File: src/sv/elx_pkg.sv
package elx_pkg;

  localparam int unsigned MAX_CHARS = 4096;
  localparam int unsigned POS_W     = $clog2(MAX_CHARS + 1);
  localparam int unsigned FIELD_W   = 13;
  localparam int unsigned GRP_N     = 3;

  localparam logic [31:0] HASH_MUL = 32'h811C9DC5;

  localparam logic [7:0] CH_SPACE  = 8'h20;
  localparam logic [7:0] CH_PLUS   = 8'h2B;
  localparam logic [7:0] CH_MINUS  = 8'h2D;
  localparam logic [7:0] CH_GT     = 8'h3E;
  localparam logic [7:0] CH_STAR   = 8'h2A;
  localparam logic [7:0] CH_SLASH  = 8'h2F;
  localparam logic [7:0] CH_BANG   = 8'h21;
  localparam logic [7:0] CH_TILDE  = 8'h7E;
  localparam logic [7:0] CH_LPAREN = 8'h28;
  localparam logic [7:0] CH_RPAREN = 8'h29;
  localparam logic [7:0] CH_COMMA  = 8'h2C;

  typedef logic [POS_W-1:0]   pos_t;
  typedef logic [FIELD_W-1:0] field_pos_t;

  localparam pos_t POS_MAX = POS_W'(MAX_CHARS);

  typedef enum logic [3:0] {
    K_END     = 4'd0,
    K_UNKNOWN = 4'd1,
    K_IDENT   = 4'd2,
    K_PLUS    = 4'd3,
    K_MINUS   = 4'd4,
    K_ARROW   = 4'd5,
    K_STAR    = 4'd6,
    K_SLASH   = 4'd7,
    K_NOT     = 4'd8,
    K_TILDE   = 4'd9,
    K_LPAREN  = 4'd10,
    K_RPAREN  = 4'd11,
    K_COMMA   = 4'd12
  } kind_e;

  typedef struct packed {
    kind_e       kind;
    field_pos_t  start_pos;
    field_pos_t  stop_pos;
    logic [31:0] ident_hash;
  } tok_t;

  typedef struct packed {
    tok_t [GRP_N-1:0] tok;
    logic [1:0]       cnt;
  } group_t;

  function automatic logic word_byte(input logic [7:0] c);
    return c inside {[8'h61:8'h7A], [8'h41:8'h5A], [8'h30:8'h39], 8'h5F};
  endfunction

  function automatic kind_e single_kind(input logic [7:0] c);
    kind_e k;
    case (c)
      CH_PLUS:   k = K_PLUS;
      CH_STAR:   k = K_STAR;
      CH_SLASH:  k = K_SLASH;
      CH_BANG:   k = K_NOT;
      CH_TILDE:  k = K_TILDE;
      CH_LPAREN: k = K_LPAREN;
      CH_RPAREN: k = K_RPAREN;
      CH_COMMA:  k = K_COMMA;
      default:   k = K_UNKNOWN;
    endcase
    return k;
  endfunction

  function automatic tok_t mk_tok(input kind_e k, input pos_t start, input pos_t stop,
                                  input logic [31:0] hash);
    tok_t t;
    t.kind       = k;
    t.start_pos  = FIELD_W'(start);
    t.stop_pos   = FIELD_W'(stop);
    t.ident_hash = hash;
    return t;
  endfunction

endpackage

File: src/sv/elx_in_if.sv
interface elx_in_if;
  logic       valid;
  logic       ready;
  logic [7:0] ch;
  logic       final_byte;

  modport source (output valid, output ch, output final_byte, input ready);
  modport sink (input valid, input ch, input final_byte, output ready);
endinterface

File: src/sv/elx_out_if.sv
interface elx_out_if;
  logic        valid;
  logic        ready;
  logic [3:0]  kind;
  logic [12:0] start_pos;
  logic [12:0] stop_pos;
  logic [31:0] ident_hash;
  logic        run_last;

  modport source (output valid, output kind, output start_pos, output stop_pos,
                  output ident_hash, output run_last, input ready);
  modport sink (input valid, input kind, input start_pos, input stop_pos,
                input ident_hash, input run_last, output ready);
endinterface

File: src/sv/elx_core.sv
module elx_core (
  input  logic            clk_i,
  input  logic            rst_ni,
  elx_in_if.sink          in_i,
  input  logic            accept_ok_i,
  output elx_pkg::group_t grp_o,
  output logic            grp_push_o
);
  import elx_pkg::*;

  typedef enum logic [1:0] {
    P_NONE  = 2'd0,
    P_IDENT = 2'd1,
    P_MINUS = 2'd2
  } pend_e;

  pend_e       pend_q, pend_d;
  pos_t        pos_q, pos_d;
  pos_t        pstart_q, pstart_d;
  logic [31:0] hash_q, hash_d;
  logic [31:0] hmul;
  logic        fire;

  assign in_i.ready = accept_ok_i;
  assign fire       = in_i.valid && accept_ok_i;
  assign hmul       = hash_q * HASH_MUL;

  always_comb begin
    logic [7:0] c;
    logic       wb;
    logic       fresh;
    pos_t       p;
    pos_t       nxt;
    logic [1:0] n;
    tok_t [GRP_N-1:0] t;

    c     = in_i.ch;
    wb    = word_byte(c);
    p     = pos_q;
    nxt   = (p < POS_MAX) ? p + pos_t'(1) : POS_MAX;
    fresh = 1'b1;
    n     = 2'd0;
    t     = '0;

    pend_d   = P_NONE;
    pstart_d = pstart_q;
    hash_d   = hash_q;

    case (pend_q)
      P_IDENT: begin
        if (wb) begin
          hash_d = hmul ^ {24'd0, c};
          fresh  = 1'b0;
          pend_d = P_IDENT;
        end else begin
          t[n] = mk_tok(K_IDENT, pstart_q, p, hash_q);
          n    = n + 2'd1;
        end
      end
      P_MINUS: begin
        if (c == CH_GT) begin
          t[n]  = mk_tok(K_ARROW, pstart_q, nxt, 32'd0);
          fresh = 1'b0;
        end else begin
          t[n] = mk_tok(K_MINUS, pstart_q, p, 32'd0);
        end
        n = n + 2'd1;
      end
      default: pend_d = P_NONE;
    endcase

    if (fresh && c != CH_SPACE) begin
      if (wb) begin
        pend_d   = P_IDENT;
        pstart_d = p;
        hash_d   = {24'd0, c};
      end else if (c == CH_MINUS) begin
        pend_d   = P_MINUS;
        pstart_d = p;
      end else begin
        t[n] = mk_tok(single_kind(c), p, nxt, 32'd0);
        n    = n + 2'd1;
      end
    end

    pos_d = nxt;

    if (in_i.final_byte) begin
      if (pend_d == P_IDENT) begin
        t[n] = mk_tok(K_IDENT, pstart_d, nxt, hash_d);
        n    = n + 2'd1;
      end else if (pend_d == P_MINUS) begin
        t[n] = mk_tok(K_MINUS, pstart_d, nxt, 32'd0);
        n    = n + 2'd1;
      end
      t[n]     = mk_tok(K_END, nxt, nxt, 32'd0);
      n        = n + 2'd1;
      pend_d   = P_NONE;
      pos_d    = '0;
      pstart_d = '0;
      hash_d   = '0;
    end

    grp_o.tok = t;
    grp_o.cnt = n;
  end

  assign grp_push_o = fire && (grp_o.cnt != 2'd0);

  always_ff @(posedge clk_i or negedge rst_ni) begin
    if (!rst_ni) begin
      pend_q   <= P_NONE;
      pos_q    <= '0;
      pstart_q <= '0;
      hash_q   <= '0;
    end else if (fire) begin
      pend_q   <= pend_d;
      pos_q    <= pos_d;
      pstart_q <= pstart_d;
      hash_q   <= hash_d;
    end
  end

endmodule

File: src/sv/elx_drain.sv
module elx_drain (
  input  logic            clk_i,
  input  logic            rst_ni,
  input  elx_pkg::group_t grp_i,
  input  logic            grp_push_i,
  output logic            accept_ok_o,
  elx_out_if.source       out_o
);
  import elx_pkg::*;

  tok_t [GRP_N-1:0] tok_q;
  logic [1:0]       rem_q, rem_d;
  logic [1:0]       idx_q, idx_d;
  logic             pop;
  tok_t             cur;

  assign pop         = out_o.valid && out_o.ready;
  assign accept_ok_o = (rem_q == 2'd0) || ((rem_q == 2'd1) && out_o.ready);

  assign cur              = tok_q[idx_q];
  assign out_o.valid      = (rem_q != 2'd0);
  assign out_o.kind       = cur.kind;
  assign out_o.start_pos  = cur.start_pos;
  assign out_o.stop_pos   = cur.stop_pos;
  assign out_o.ident_hash = cur.ident_hash;
  assign out_o.run_last   = (rem_q == 2'd1);

  always_comb begin
    rem_d = rem_q;
    idx_d = idx_q;
    if (grp_push_i) begin
      rem_d = grp_i.cnt;
      idx_d = 2'd0;
    end else if (pop) begin
      rem_d = rem_q - 2'd1;
      idx_d = idx_q + 2'd1;
    end
  end

  always_ff @(posedge clk_i or negedge rst_ni) begin
    if (!rst_ni) begin
      rem_q <= 2'd0;
      idx_q <= 2'd0;
    end else begin
      rem_q <= rem_d;
      idx_q <= idx_d;
    end
  end

  always_ff @(posedge clk_i) begin
    if (grp_push_i) begin
      tok_q <= grp_i.tok;
    end
  end

`ifndef SYNTHESIS
  a_idx_bound: assert property (@(posedge clk_i) disable iff (!rst_ni)
    ({1'b0, idx_q} + {1'b0, rem_q}) <= 3'd3)
    else $error("drain index past group end");

  a_stall_hold: assert property (@(posedge clk_i) disable iff (!rst_ni)
    out_o.valid && !out_o.ready |=> out_o.valid && $stable(idx_q) && $stable(rem_q))
    else $error("drain moved while stalled");

  a_no_spurious: assert property (@(posedge clk_i) disable iff (!rst_ni)
    (rem_q == 2'd0) && !grp_push_i |=> (rem_q == 2'd0))
    else $error("word appeared without a push");

  a_end_last: assert property (@(posedge clk_i) disable iff (!rst_ni)
    out_o.valid && (cur.kind == K_END) |-> out_o.run_last)
    else $error("end token not last of its group");

  a_push_ok: assert property (@(posedge clk_i) disable iff (!rst_ni)
    grp_push_i |-> accept_ok_o)
    else $error("push into busy drain");
`endif

endmodule

File: src/sv/expression_lexer_with_ident_hash_top.sv
// channel  dir  modport  payload
// in_i     in   sink     ch[7:0], final_byte
// out_o    out  source   kind[3:0], start_pos[12:0], stop_pos[12:0], ident_hash[31:0], run_last
//
// A byte is taken every cycle while it yields at most one word and the output is not stalled;
// a byte that yields k words (k <= 3) holds off the next byte while the drain stage sends
// them out one per cycle while the output is not stalled. The identifier hash update (one
// 32x32 constant multiply and XOR) sits in the combinational logic ahead of the state
// registers. Reset clears position, pending token and hash. Output stalls hold the word;
// input is taken when the drain holds no word or its last word leaves in the same cycle.
module expression_lexer_with_ident_hash_top (
  input  logic      clk_i,
  input  logic      rst_ni,
  elx_in_if.sink    in_i,
  elx_out_if.source out_o
);
  import elx_pkg::*;

  group_t grp;
  logic   grp_push;
  logic   accept_ok;

  elx_core u_core (
    .clk_i       (clk_i),
    .rst_ni      (rst_ni),
    .in_i        (in_i),
    .accept_ok_i (accept_ok),
    .grp_o       (grp),
    .grp_push_o  (grp_push)
  );

  elx_drain u_drain (
    .clk_i       (clk_i),
    .rst_ni      (rst_ni),
    .grp_i       (grp),
    .grp_push_i  (grp_push),
    .accept_ok_o (accept_ok),
    .out_o       (out_o)
  );

endmodule
File: src/flat_wrapper.sv
// flat-port wrapper written by rule: the top's interface ports become plain ports
module expression_lexer_with_ident_hash_top_flat import elx_pkg::*;
  (clk_i, rst_ni, in_i_valid, in_i_ch, in_i_final_byte, in_i_ready, out_o_valid, out_o_kind, out_o_start_pos, out_o_stop_pos, out_o_ident_hash, out_o_run_last, out_o_ready);
  elx_in_if in_i_i ();
  elx_out_if out_o_i ();
  input  logic clk_i;
  input  logic rst_ni;
  input wire logic [$bits(in_i_i.valid)-1:0] in_i_valid;
  input wire logic [$bits(in_i_i.ch)-1:0] in_i_ch;
  input wire logic [$bits(in_i_i.final_byte)-1:0] in_i_final_byte;
  output wire logic [$bits(in_i_i.ready)-1:0] in_i_ready;
  output wire logic [$bits(out_o_i.valid)-1:0] out_o_valid;
  output wire logic [$bits(out_o_i.kind)-1:0] out_o_kind;
  output wire logic [$bits(out_o_i.start_pos)-1:0] out_o_start_pos;
  output wire logic [$bits(out_o_i.stop_pos)-1:0] out_o_stop_pos;
  output wire logic [$bits(out_o_i.ident_hash)-1:0] out_o_ident_hash;
  output wire logic [$bits(out_o_i.run_last)-1:0] out_o_run_last;
  input wire logic [$bits(out_o_i.ready)-1:0] out_o_ready;
  assign in_i_i.valid = in_i_valid;
  assign in_i_i.ch = in_i_ch;
  assign in_i_i.final_byte = in_i_final_byte;
  assign in_i_ready = in_i_i.ready;
  assign out_o_valid = out_o_i.valid;
  assign out_o_kind = out_o_i.kind;
  assign out_o_start_pos = out_o_i.start_pos;
  assign out_o_stop_pos = out_o_i.stop_pos;
  assign out_o_ident_hash = out_o_i.ident_hash;
  assign out_o_run_last = out_o_i.run_last;
  assign out_o_i.ready = out_o_ready;
  expression_lexer_with_ident_hash_top u_core (.clk_i(clk_i), .rst_ni(rst_ni), .in_i(in_i_i), .out_o(out_o_i));
endmodule
File: config.mk
export PLATFORM = sky130hd
export DESIGN_NAME = expression_lexer_with_ident_hash_top_flat
export DESIGN_NICKNAME = d
export VERILOG_FILES = /design/src/sv/elx_pkg.sv /design/src/sv/elx_in_if.sv /design/src/sv/elx_out_if.sv /design/src/sv/elx_core.sv /design/src/sv/elx_drain.sv /design/src/sv/expression_lexer_with_ident_hash_top.sv /design/src/flat_wrapper.sv
export SDC_FILE = /design/constraint.sdc
export NUM_CORES = 1
export LEC_CHECK = 0
export ABC_AREA = 1
export BUFFER_PORTS_ARGS = -buffer_cell sky130_fd_sc_hd__buf_2
export CAP_MARGIN = 20
export CORE_MARGIN = 3
export CORE_UTILIZATION = 50
export CTS_CLUSTER_DIAMETER = 150
export DETAILED_ROUTE_END_ITERATION = 10
export GPL_TIMING_DRIVEN = 0
export PLACE_DENSITY = 0.71
export SYNTH_ARGS = -nofsm -noshare
export SYNTH_HDL_FRONTEND = slang
export SYNTH_HIERARCHICAL = 1
export SYNTH_SLANG_ARGS = --single-unit
File: constraint.sdc
create_clock -name clk_i -period 8.37 [get_ports clk_i]
set_input_delay 1.674 -clock clk_i [delete_from_list [all_inputs] [get_ports clk_i]]
set_output_delay 1.674 -clock clk_i [all_outputs]
set_load 0.02 [all_outputs]
Word-level counts from Yosys, hierarchy flattened
Index checks and enable logic that the tools add are counted.
{ "classes": {"add_sub_neg": 6, "reduce_logical": 17, "n_mul": 1, "n_bitwise": 1, "order_cmp": 14, "eq_ne": 17, "n_mux": 59} }
{ "ops": {"columns": ["cell", "n"], "rows": [
  ["$mux W186", 7],
  ["$bwmux W186", 4],
  ["$demux W62 S2", 3],
  ["$mux W62", 4],
  ["$mux W32", 5],
  ["$bmux W62 S2", 1],
  ["$pmux W61 S2", 1],
  ["$mux W13", 6],
  ["$eq A8 B6 Y1 const B", 9],
  ["$mux W60", 1],
  ["$mux W59", 1],
  ["$mul A32 B32 Y32 const B", 1],
  ["$mux W2", 16],
  ["$pmux W4 S8", 1],
  ["$xor A32 B8 Y32", 1],
  ["$eq A8 B7 Y1 const B", 2],
  ["$ge A8 B7 Y1 const B", 2],
  ["$le A8 B7 Y1 const B", 2],
  ["$add A13 B1 Y13 const B", 1],
  ["$lt A13 B13 Y1 const B", 1],
  ["$lt A2 B3 Y1 const B", 4],
  ["$mux W4", 3],
  ["$logic_and A1 B1 Y1", 11],
  ["$add A2 B1 Y2 const B", 4],
  ["13 further kinds", 24]
]} }
{ "word_totals": {"input_bits": 13, "regBits": 250, "out_inout_bits": 65, "wordCells": 133} }

Longest topological paths before layout
Gate-level depths: netlist (run 1).
{ "logic_depth": {"ltp_word": 19, "depth_mapped": 31} }

Modules after synthesis
Netlist (run 1), hierarchy kept.
{ "modules_own_cells": {"columns": ["mod", "instances", "seq_area_each_um2", "cells_per_inst", "area_each_um2"], "rows": [
  ["elx_core", 1, 1501.4, 2113, 15234.6],
  ["elx_drain", 1, 5685.5, 499, 7706.1]
]} }

Worst setup path before layout (run 1)
Ideal clock, no wire load.
{ "synth_path": {"path_kind": "input port to flip-flop", "start": "in in_i_ch[4]", "end": "reg u_core.u_drain.rem_q[0]", "slack_ns": -0.470, "required_ns": 8.287, "setup_ns": 0.083, "path_stages": 25, "t_arrival_ns": 8.757, "path_cell_list": "clkbuf_1 nand3_1 nand3_2 o21ai_2 nand2_2 nand2_4 a21oi_4 ha_1 or2_1 nand2_1 ha_1 nand2_1 nand2_1 inv_1 ha_1 or2_2 o21ai_0 inv_1 nand3_1 nand2_1 inv_1 inv_1 nand2_1 nand2_1 o21ai_0"} }
{ "synth_rtl": {"columns": ["element", "line_no", "rtl"], "rows": [
  ["start, declared", "flat_wrapper.sv:9", "input wire logic [$bits(in_i_i.ch)-1:0] in_i_ch;"],
  ["end signal, assigned", "elx_drain.sv:45", "rem_q <= rem_d;"],
  ["end, declared", "elx_drain.sv:12", "logic [1:0] rem_q, rem_d;"]
]} }

==> metrics.txt, run 1 <==
worst endpoint required time 8.75 ns; Critical Path Max Stage Delay 0.87 ns; Rows 77; cts hold-fix bufs 0; fin crit share 90.3%; R2R cell count 22; Area Growth Syn to Fin 9.10%; Die W 220 um; Critical R2R Launch u_core/u_core/hash_q[7]; GRT overflow 0; dpl hpwl 62500 um; CP Buf/Inv Count 2; asr flop ratio synth 25.6%; simple-gate share of the synthesized area 18.3%; Critical Path Source u_core/u_core/hash_q[7]; vias per cell 5.84; CP Capture Type register; FMAX 132 MHz; status finished clean; yosys warns 6; synth top area cells edfxtp_1 24%, fa_1 15%, ha_1 11%, inv_1 7.3%, dfrtp_1 7.0%; IO Pins 78; drt pass-1 iters 6; Placer Congestion 1.03; post-synthesis instance area 22900 sq um; met1 wire length 33800 um; post-synth top area share 24.3%; Clk Latency, worst-skew pair 0.56 ns; setup violators final 0; initial drt markers 2184; antenna violations before repair 2; Synth cell types 60; total vias in the final route 19500; Crit path depth 22; Initial Util 51.2%; unrepaired setup endpoints after global routing no; WL met2 34100 um; CTS Sinks 250; global-route wire length before repair 117000 um; Synth Area in Compound Gates 12.8%; CP Launch Type register; Avg WL per Cell 23.1 um; XOR/XNOR share of the synthesized area 1.49%; antenna viol nets, final 0; Setup TNS Final 0 ns; CP Class register to register; post-cts resize count 0; vias in the first global route 19200; Post-Synth Adder-Cell Area 25.4%; min cycle time layout 7.56 ns; DR top layer met5; postcts setup bufs 0; Critical-path top delay cell dfrtp_1; die area 48500 sq um; FF-to-FF End u_core/u_drain/tok_q[153]; port bufs 76; Synth Register Bits 250; met3 wire length 7290 um; post-synthesis mux area share 0%; post-synthesis cell type with the largest combined area edfxtp_1; CTS root buf clkbuf_16; worst slew pin tran 1.04 ns; clock transition at the registers of the reported paths 0.06 ns; layout cells sized above 1 13.1%; Worst slew margin 30.1%; Die Ht 220 um; largest family of logic cells by synthesized area adder cells; Worst Skew 0.0350 ns; H-tree depth reported by CTS 1; Nets 3100; most common cell after layout, fill and taps aside inv_1; ys flop type edfxtp_1; leakage 0.0115 uW; mean post-synth cell area 8.78 sq um; Syn Inst Count 2612; Finished Cell Area 25000 sq um; pwr/cell area 436 nW/um^2; WP data arrival 7.94 ns; pin count of the biggest net entering global routing 61; crit path cell chain ha_1, xor2_1, ha_1, a21o_1, fa_1, fa_1, fa_1, fa_1, fa_1, inv_1, fa_1, inv_1, ha_1, a21oi_1, o21ai_0, o21ai_0, nand3_1, nand2_1, nand2_1, o21ai_0, nand2_1, nor2_1; TritonCTS clock tree yes; flop-to-flop setup slack 0.81 ns; CP delay by family, top adder cells; DP Area 24200 sq um; CP Capture Point u_core/u_drain/tok_q[153]; commonest non-fill, non-tap cells in the layout 446 x inv_1, 349 x nand2_1, 236 x nor2_1, 194 x ha_1, 186 x edfxtp_1; routed wire length 77200 um; sequential share of the synthesized area 31.3%; cell repeated most along the worst path fa_1; GRT Resource Usage Total 32.1%; number of synthesized flops with an enable pin 186; hold crit path type register to register; Longest Clk Path Bufs 3; VDD IR max 0.000261 V; core area 44800 sq um; Max Fanout on Critical Path 11; CTS Buf Count 27; Slew Limit Fails 0; Maximum Capacitance Violations 0; # DRC 0; final hold viol count 0
## layer usage
metal  up-vias  track usage [%]
met4         2             8.11
met1      9560             46.6
li1       8821                -
met3       142             6.29
met5         -                0
met2       962             49.8
## worst reg2reg max path, stage by stage (launching register included)
cell and delay, ns:
dfrtp_1 0.87, ha_1 0.46, xor2_1 0.18, ha_1 0.22, a21o_1 0.18, fa_1 0.47, fa_1 0.54, fa_1 0.45
fa_1 0.52, fa_1 0.49, inv_1 0.05, fa_1 0.49, inv_1 0.04, ha_1 0.37, a21oi_1 0.29, o21ai_0 0.17
o21ai_0 0.36, nand3_1 0.17, nand2_1 0.09, nand2_1 0.04, o21ai_0 0.45, nand2_1 0.32, nor2_1 0.17
## cells in the mapped netlist, types with 4 or more instances
master	instances
a31oi_1	4
nor3_1	54
o21ai_0	185
nor2_2	14
inv_2	13
ha_1	194
nand3_2	52
nand2_1	349
a21o_1	4
nand3b_1	7
o21ai_1	39
buf_12	6
o21bai_1	5
buf_4	9
clkbuf_1	33
o21a_1	4
nor2_1	236
buf_6	13
nand2_4	6
xor2_1	19
buf_2	46
nand3_1	128
fa_1	170
edfxtp_1	186
inv_1	447
o211ai_1	14
o22ai_1	69
nand4_1	20
nand2_2	8
o21ai_2	57
a21oi_1	92
xnor2_1	20
dfrtp_1	64
a21oi_4	4
## kinds of logic (layout without fill, tap and decap cells)
logic type,Yosys count,in the layout
and+or+nand+nor,894,894
other,1,3
adders and majority gates,364,364
DFF,250,250
buffers and inverters,574,704
xor gates and xnor gates,39,39
AOI/OAI and AO/OA,490,490
## state kept, by name (all words and copies together) (netlist names)
register,cells
u_core/u_core/pend_q,2
u_core/u_core/pos_q,13
u_core/u_drain/tok_q,186
u_core/u_drain/idx_q,2
u_core/u_core/hash_q,32
u_core/u_core/pstart_q,13
u_core/u_drain/rem_q,2
## cell type report
cell class / count / area (sq um)
antenna: 1 / 2.50
buffer: 109 / 696
clock buffer: 36 / 709
clock inverter: 13 / 138
fill: 4092 / 19800
inverter: 465 / 1760
multi-input combinational: 1789 / 13300
sequential: 250 / 7190
tap: 592 / 741
timing repair buffer: 81 / 490
## through the flow
step	power (uW)	hold slack, ns	instances	setup slack, ns	util [%]
after floorplan	7100	0.516	2613	1.11	-
after CTS	10800	0.566	3335	0.995	55.9
after detailed placement	9590	0.553	3286	1.03	54.0
after global routing	11900	0.594	3335	0.542	55.9
final	10900	0.569	3336	0.813	55.9
after global placement	9460	0.551	3281	-0.637	53.7
## how the worst min path moves through the flow
stage	from	cells after the start	endpoint	slack [ns]
after global placement	u_core/u_core/pstart_q[10]	2	u_core/u_core/pstart_q[10]	0.55
after detailed placement	u_core/u_core/pstart_q[7]	2	u_core/u_core/pstart_q[7]	0.55
after CTS	u_core/u_core/pstart_q[7]	2	u_core/u_core/pstart_q[7]	0.57
after floorplan	u_core/u_core/pstart_q[12]	2	u_core/u_core/pstart_q[12]	0.52
final	u_core/u_core/pstart_q[7]	2	u_core/u_core/pstart_q[7]	0.57
after global routing	u_core/u_drain/rem_q[1]	2	u_core/u_drain/rem_q[1]	0.59
## power breakdown
part           switching, uW  total, uW  internal [uW]
clock                    499       1180            685
sequential               260       1940           1680
combinational           5210       7780           2570
Power figures use the tool's default switching activity.
==> inputs of run 2 (changes only) <==
ABC_AREA = not set   (was 1)
PLACE_DENSITY = 0.72   (was 0.71)
==> metrics.txt, run 2 <==
status finished clean (unchanged); antenna violations before repair 0 (was 2); Synth Register Bits 250 (unchanged); commonest non-fill, non-tap cells in the layout 294 x inv_1, 194 x ha_1, 186 x edfxtp_1, 180 x nand2_1, 170 x fa_1 (was 446 x inv_1, 349 x nand2_1, 236 x nor2_1, 194 x ha_1, 186 x edfxtp_1); fillers 3568 (was 4092); global-route wire length before repair 94200 um (was 117000 um); WP data arrival 8.32 ns (was 7.94 ns); total vias in the final route 15800 (was 19500); yosys warns 6 (unchanged); drt pass-1 iters 6 (unchanged); CP Launch Type register (unchanged); pin count of the biggest net entering global routing 70 (was 61); CP Class register to register (unchanged); Die W 210 um (was 220 um); final hold viol count 0 (unchanged); core area 41000 sq um (was 44800 sq um); unrepaired setup endpoints after global routing no (unchanged); Slew Limit Fails 0 (unchanged); Worst Skew 0.0132 ns (was 0.0350 ns); hold crit path type register to register (unchanged); H-tree depth reported by CTS 1 (unchanged); Avg WL per Cell 22.5 um (was 23.1 um); worst slew pin tran 1.16 ns (was 1.04 ns); CP Capture Type register (unchanged); Maximum Capacitance Violations 0 (unchanged); ys flop type edfxtp_1 (unchanged); vias per cell 5.89 (was 5.84); Synth top cells by count 294 x inv_1, 194 x ha_1, 186 x edfxtp_1 (was 447 x inv_1, 349 x nand2_1, 236 x nor2_1); Placer Congestion 1.01 (was 1.03); IO Pins 78 (unchanged); Synth cell types 81 (was 60); port bufs 76 (unchanged); initial drt markers 1611 (was 2184); postcts setup bufs 0 (unchanged); Area Growth Syn to Fin 9.41% (was 9.10%); clock transition at the registers of the reported paths 0.07 ns (was 0.06 ns); Initial Util 50.9% (was 51.2%); vias in the first global route 15900 (was 19200); mean post-synth cell area 10.3 sq um (was 8.78 sq um); GRT Resource Usage Total 27.5% (was 32.1%); count leader, synth inv_1 (unchanged); setup violators final 0 (unchanged); routed wire length 60200 um (was 77200 um); most common cell after layout, fill and taps aside inv_1 (unchanged); largest register by flop count u_core/u_drain/tok_q (unchanged); max reg flops 186 (unchanged); Clk Latency, worst-skew pair 0.53 ns (was 0.56 ns); Syn Inst Count 2019 (was 2612); cts hold-fix bufs 0 (unchanged); synth top area cells edfxtp_1 27%, fa_1 16%, ha_1 12%, dfrtp_1 7.7%, inv_1 5.3% (was edfxtp_1 24%, fa_1 15%, ha_1 11%, inv_1 7.3%, dfrtp_1 7.0%); asr flop ratio synth 25.6% (unchanged); Worst slew margin 21.9% (was 30.1%); number of synthesized flops with an enable pin 186 (unchanged); Longest Clk Path Bufs 3 (unchanged); ANT cells 0 (was 1); Regs by FF count u_core/u_drain/tok_q x186, u_core/u_core/hash_q x32 (unchanged); worst endpoint required time 8.79 ns (was 8.75 ns); FMAX 127 MHz (was 132 MHz); post-synthesis cell type with the largest combined area edfxtp_1 (unchanged); CTS Buf Count 24 (was 27); post-synthesis instance area 20900 sq um (was 22900 sq um); antenna viol nets, final 0 (unchanged); layout cells sized above 1 8.91% (was 13.1%); Rows 74 (was 77); CTS Sinks 250 (unchanged); Die Ht 210 um (was 220 um); post-synth top area share 26.8% (was 24.3%); TritonCTS clock tree yes (unchanged); die area 44200 sq um (was 48500 sq um); Nets 2502 (was 3100); sequential share of the synthesized area 34.4% (was 31.3%); GRT overflow 0 (unchanged); min cycle time layout 7.90 ns (was 7.56 ns); post-cts resize count 0 (unchanged); FF+latch area 7190 sq um (unchanged); fin crit share 94.4% (was 90.3%); footprint of the multi-input gates 12000 sq um (was 13300 sq um); dpl hpwl 47500 um (was 62500 um); Max Fanout on Critical Path 12 (was 11); # DRC 0 (unchanged); CTS root buf clkbuf_16 (unchanged); post-layout util 55.7% (was 55.9%)
## run 2: path summary, 6_finish.rpt
| kind | from | to | slack [ns] | depth (start not counted) |
|---|---|---|---|---|
| max in group asynchronous | rst_ni | u_core/u_core/hash_q[7] | 6.90 | 2 |
| min in group asynchronous | rst_ni | u_core/u_core/pstart_q[4] | 1.13 | 2 |
| hold / removal | u_core/u_core/pstart_q[1] | u_core/u_core/pstart_q[1] | 0.52 | 2 |
| setup reg to reg | u_core/u_core/hash_q[6] | u_core/u_core/hash_q[30] | 0.47 | 25 |
| setup / recovery | u_core/u_core/hash_q[6] | u_core/u_core/hash_q[30] | 0.47 | 25 |
| hold reg to reg | u_core/u_core/pstart_q[1] | u_core/u_core/pstart_q[1] | 0.52 | 2 |
## run 2: area by class of cell
class                      instances  share of cell area, %
clock inverter                     9                  0.521
clock buffer                      35                   3.08
inverter                         295                   4.85
buffer                            97                   2.45
multi-input combinational       1378                   52.7
tap                              532                   2.92
timing repair buffer              79                   2.04
sequential                       250                   31.5
## run 2: critical path: stages (launching register included)
cell	delay, ns
dfrtp_1	0.87
ha_1	0.48
xor2_1	0.20
ha_1	0.23
a21o_1	0.16
fa_1	0.47
fa_1	0.50
fa_1	0.53
inv_1	0.06
fa_1	0.52
inv_1	0.07
fa_1	0.48
inv_1	0.06
fa_1	0.55
inv_1	0.06
ha_1	0.27
clkbuf_1	0.22
a21oi_1	0.19
o21ai_0	0.11
a221o_1	0.31
a21oi_1	0.18
o21ai_0	0.12
a41o_1	0.25
o41a_1	0.37
xnor2_1	0.19
o41ai_1	0.34
## run 2: logic make-up after synthesis
group,after synthesis,synth area share [%]
compound gates,404,13.0
flops,250,34.4
fa+ha+maj,364,27.9
simple gates,452,9.54
buf+inv,392,7.99
xor+xnor,77,3.23
other cells,1,0.0180
mux,79,3.87
## run 2: through the flow
| stage | hold WS, ns | setup TNS (ns) | setup WS [ns] | instance area (sq um) | std cells |
|---|---|---|---|---|---|
| 2_1_floorplan | 0.469 | 0 | 0.615 | 20900 | 2020 |
| 3_3_place_gp | 0.490 | -180.16 | -1.09 | 21900 | 2628 |
| 3_5_place_dp | 0.500 | 0 | 0.604 | 22000 | 2631 |
| 4_1_cts | 0.515 | 0 | 0.572 | 22800 | 2675 |
| 5_1_grt | 0.545 | 0 | 0.125 | 22800 | 2675 |
| 6_report | 0.521 | 0 | 0.472 | 22800 | 2675 |
## run 2: layer usage
| layer | up-vias | wire [um] | global-route usage, % |
|---|---|---|---|
| li1 | 7122 | - | - |
| met1 | 7799 | 25600 | 39.6 |
| met2 | 740 | 28300 | 44.8 |
| met3 | 92 | 4820 | 3.38 |
| met4 | 0 | 1500 | 7.09 |
| met5 | - | 0 | 0 |
Power of run 2 is not shown: default switching activity piles up to over one toggle a cycle in this logic, so the estimate is an artifact.
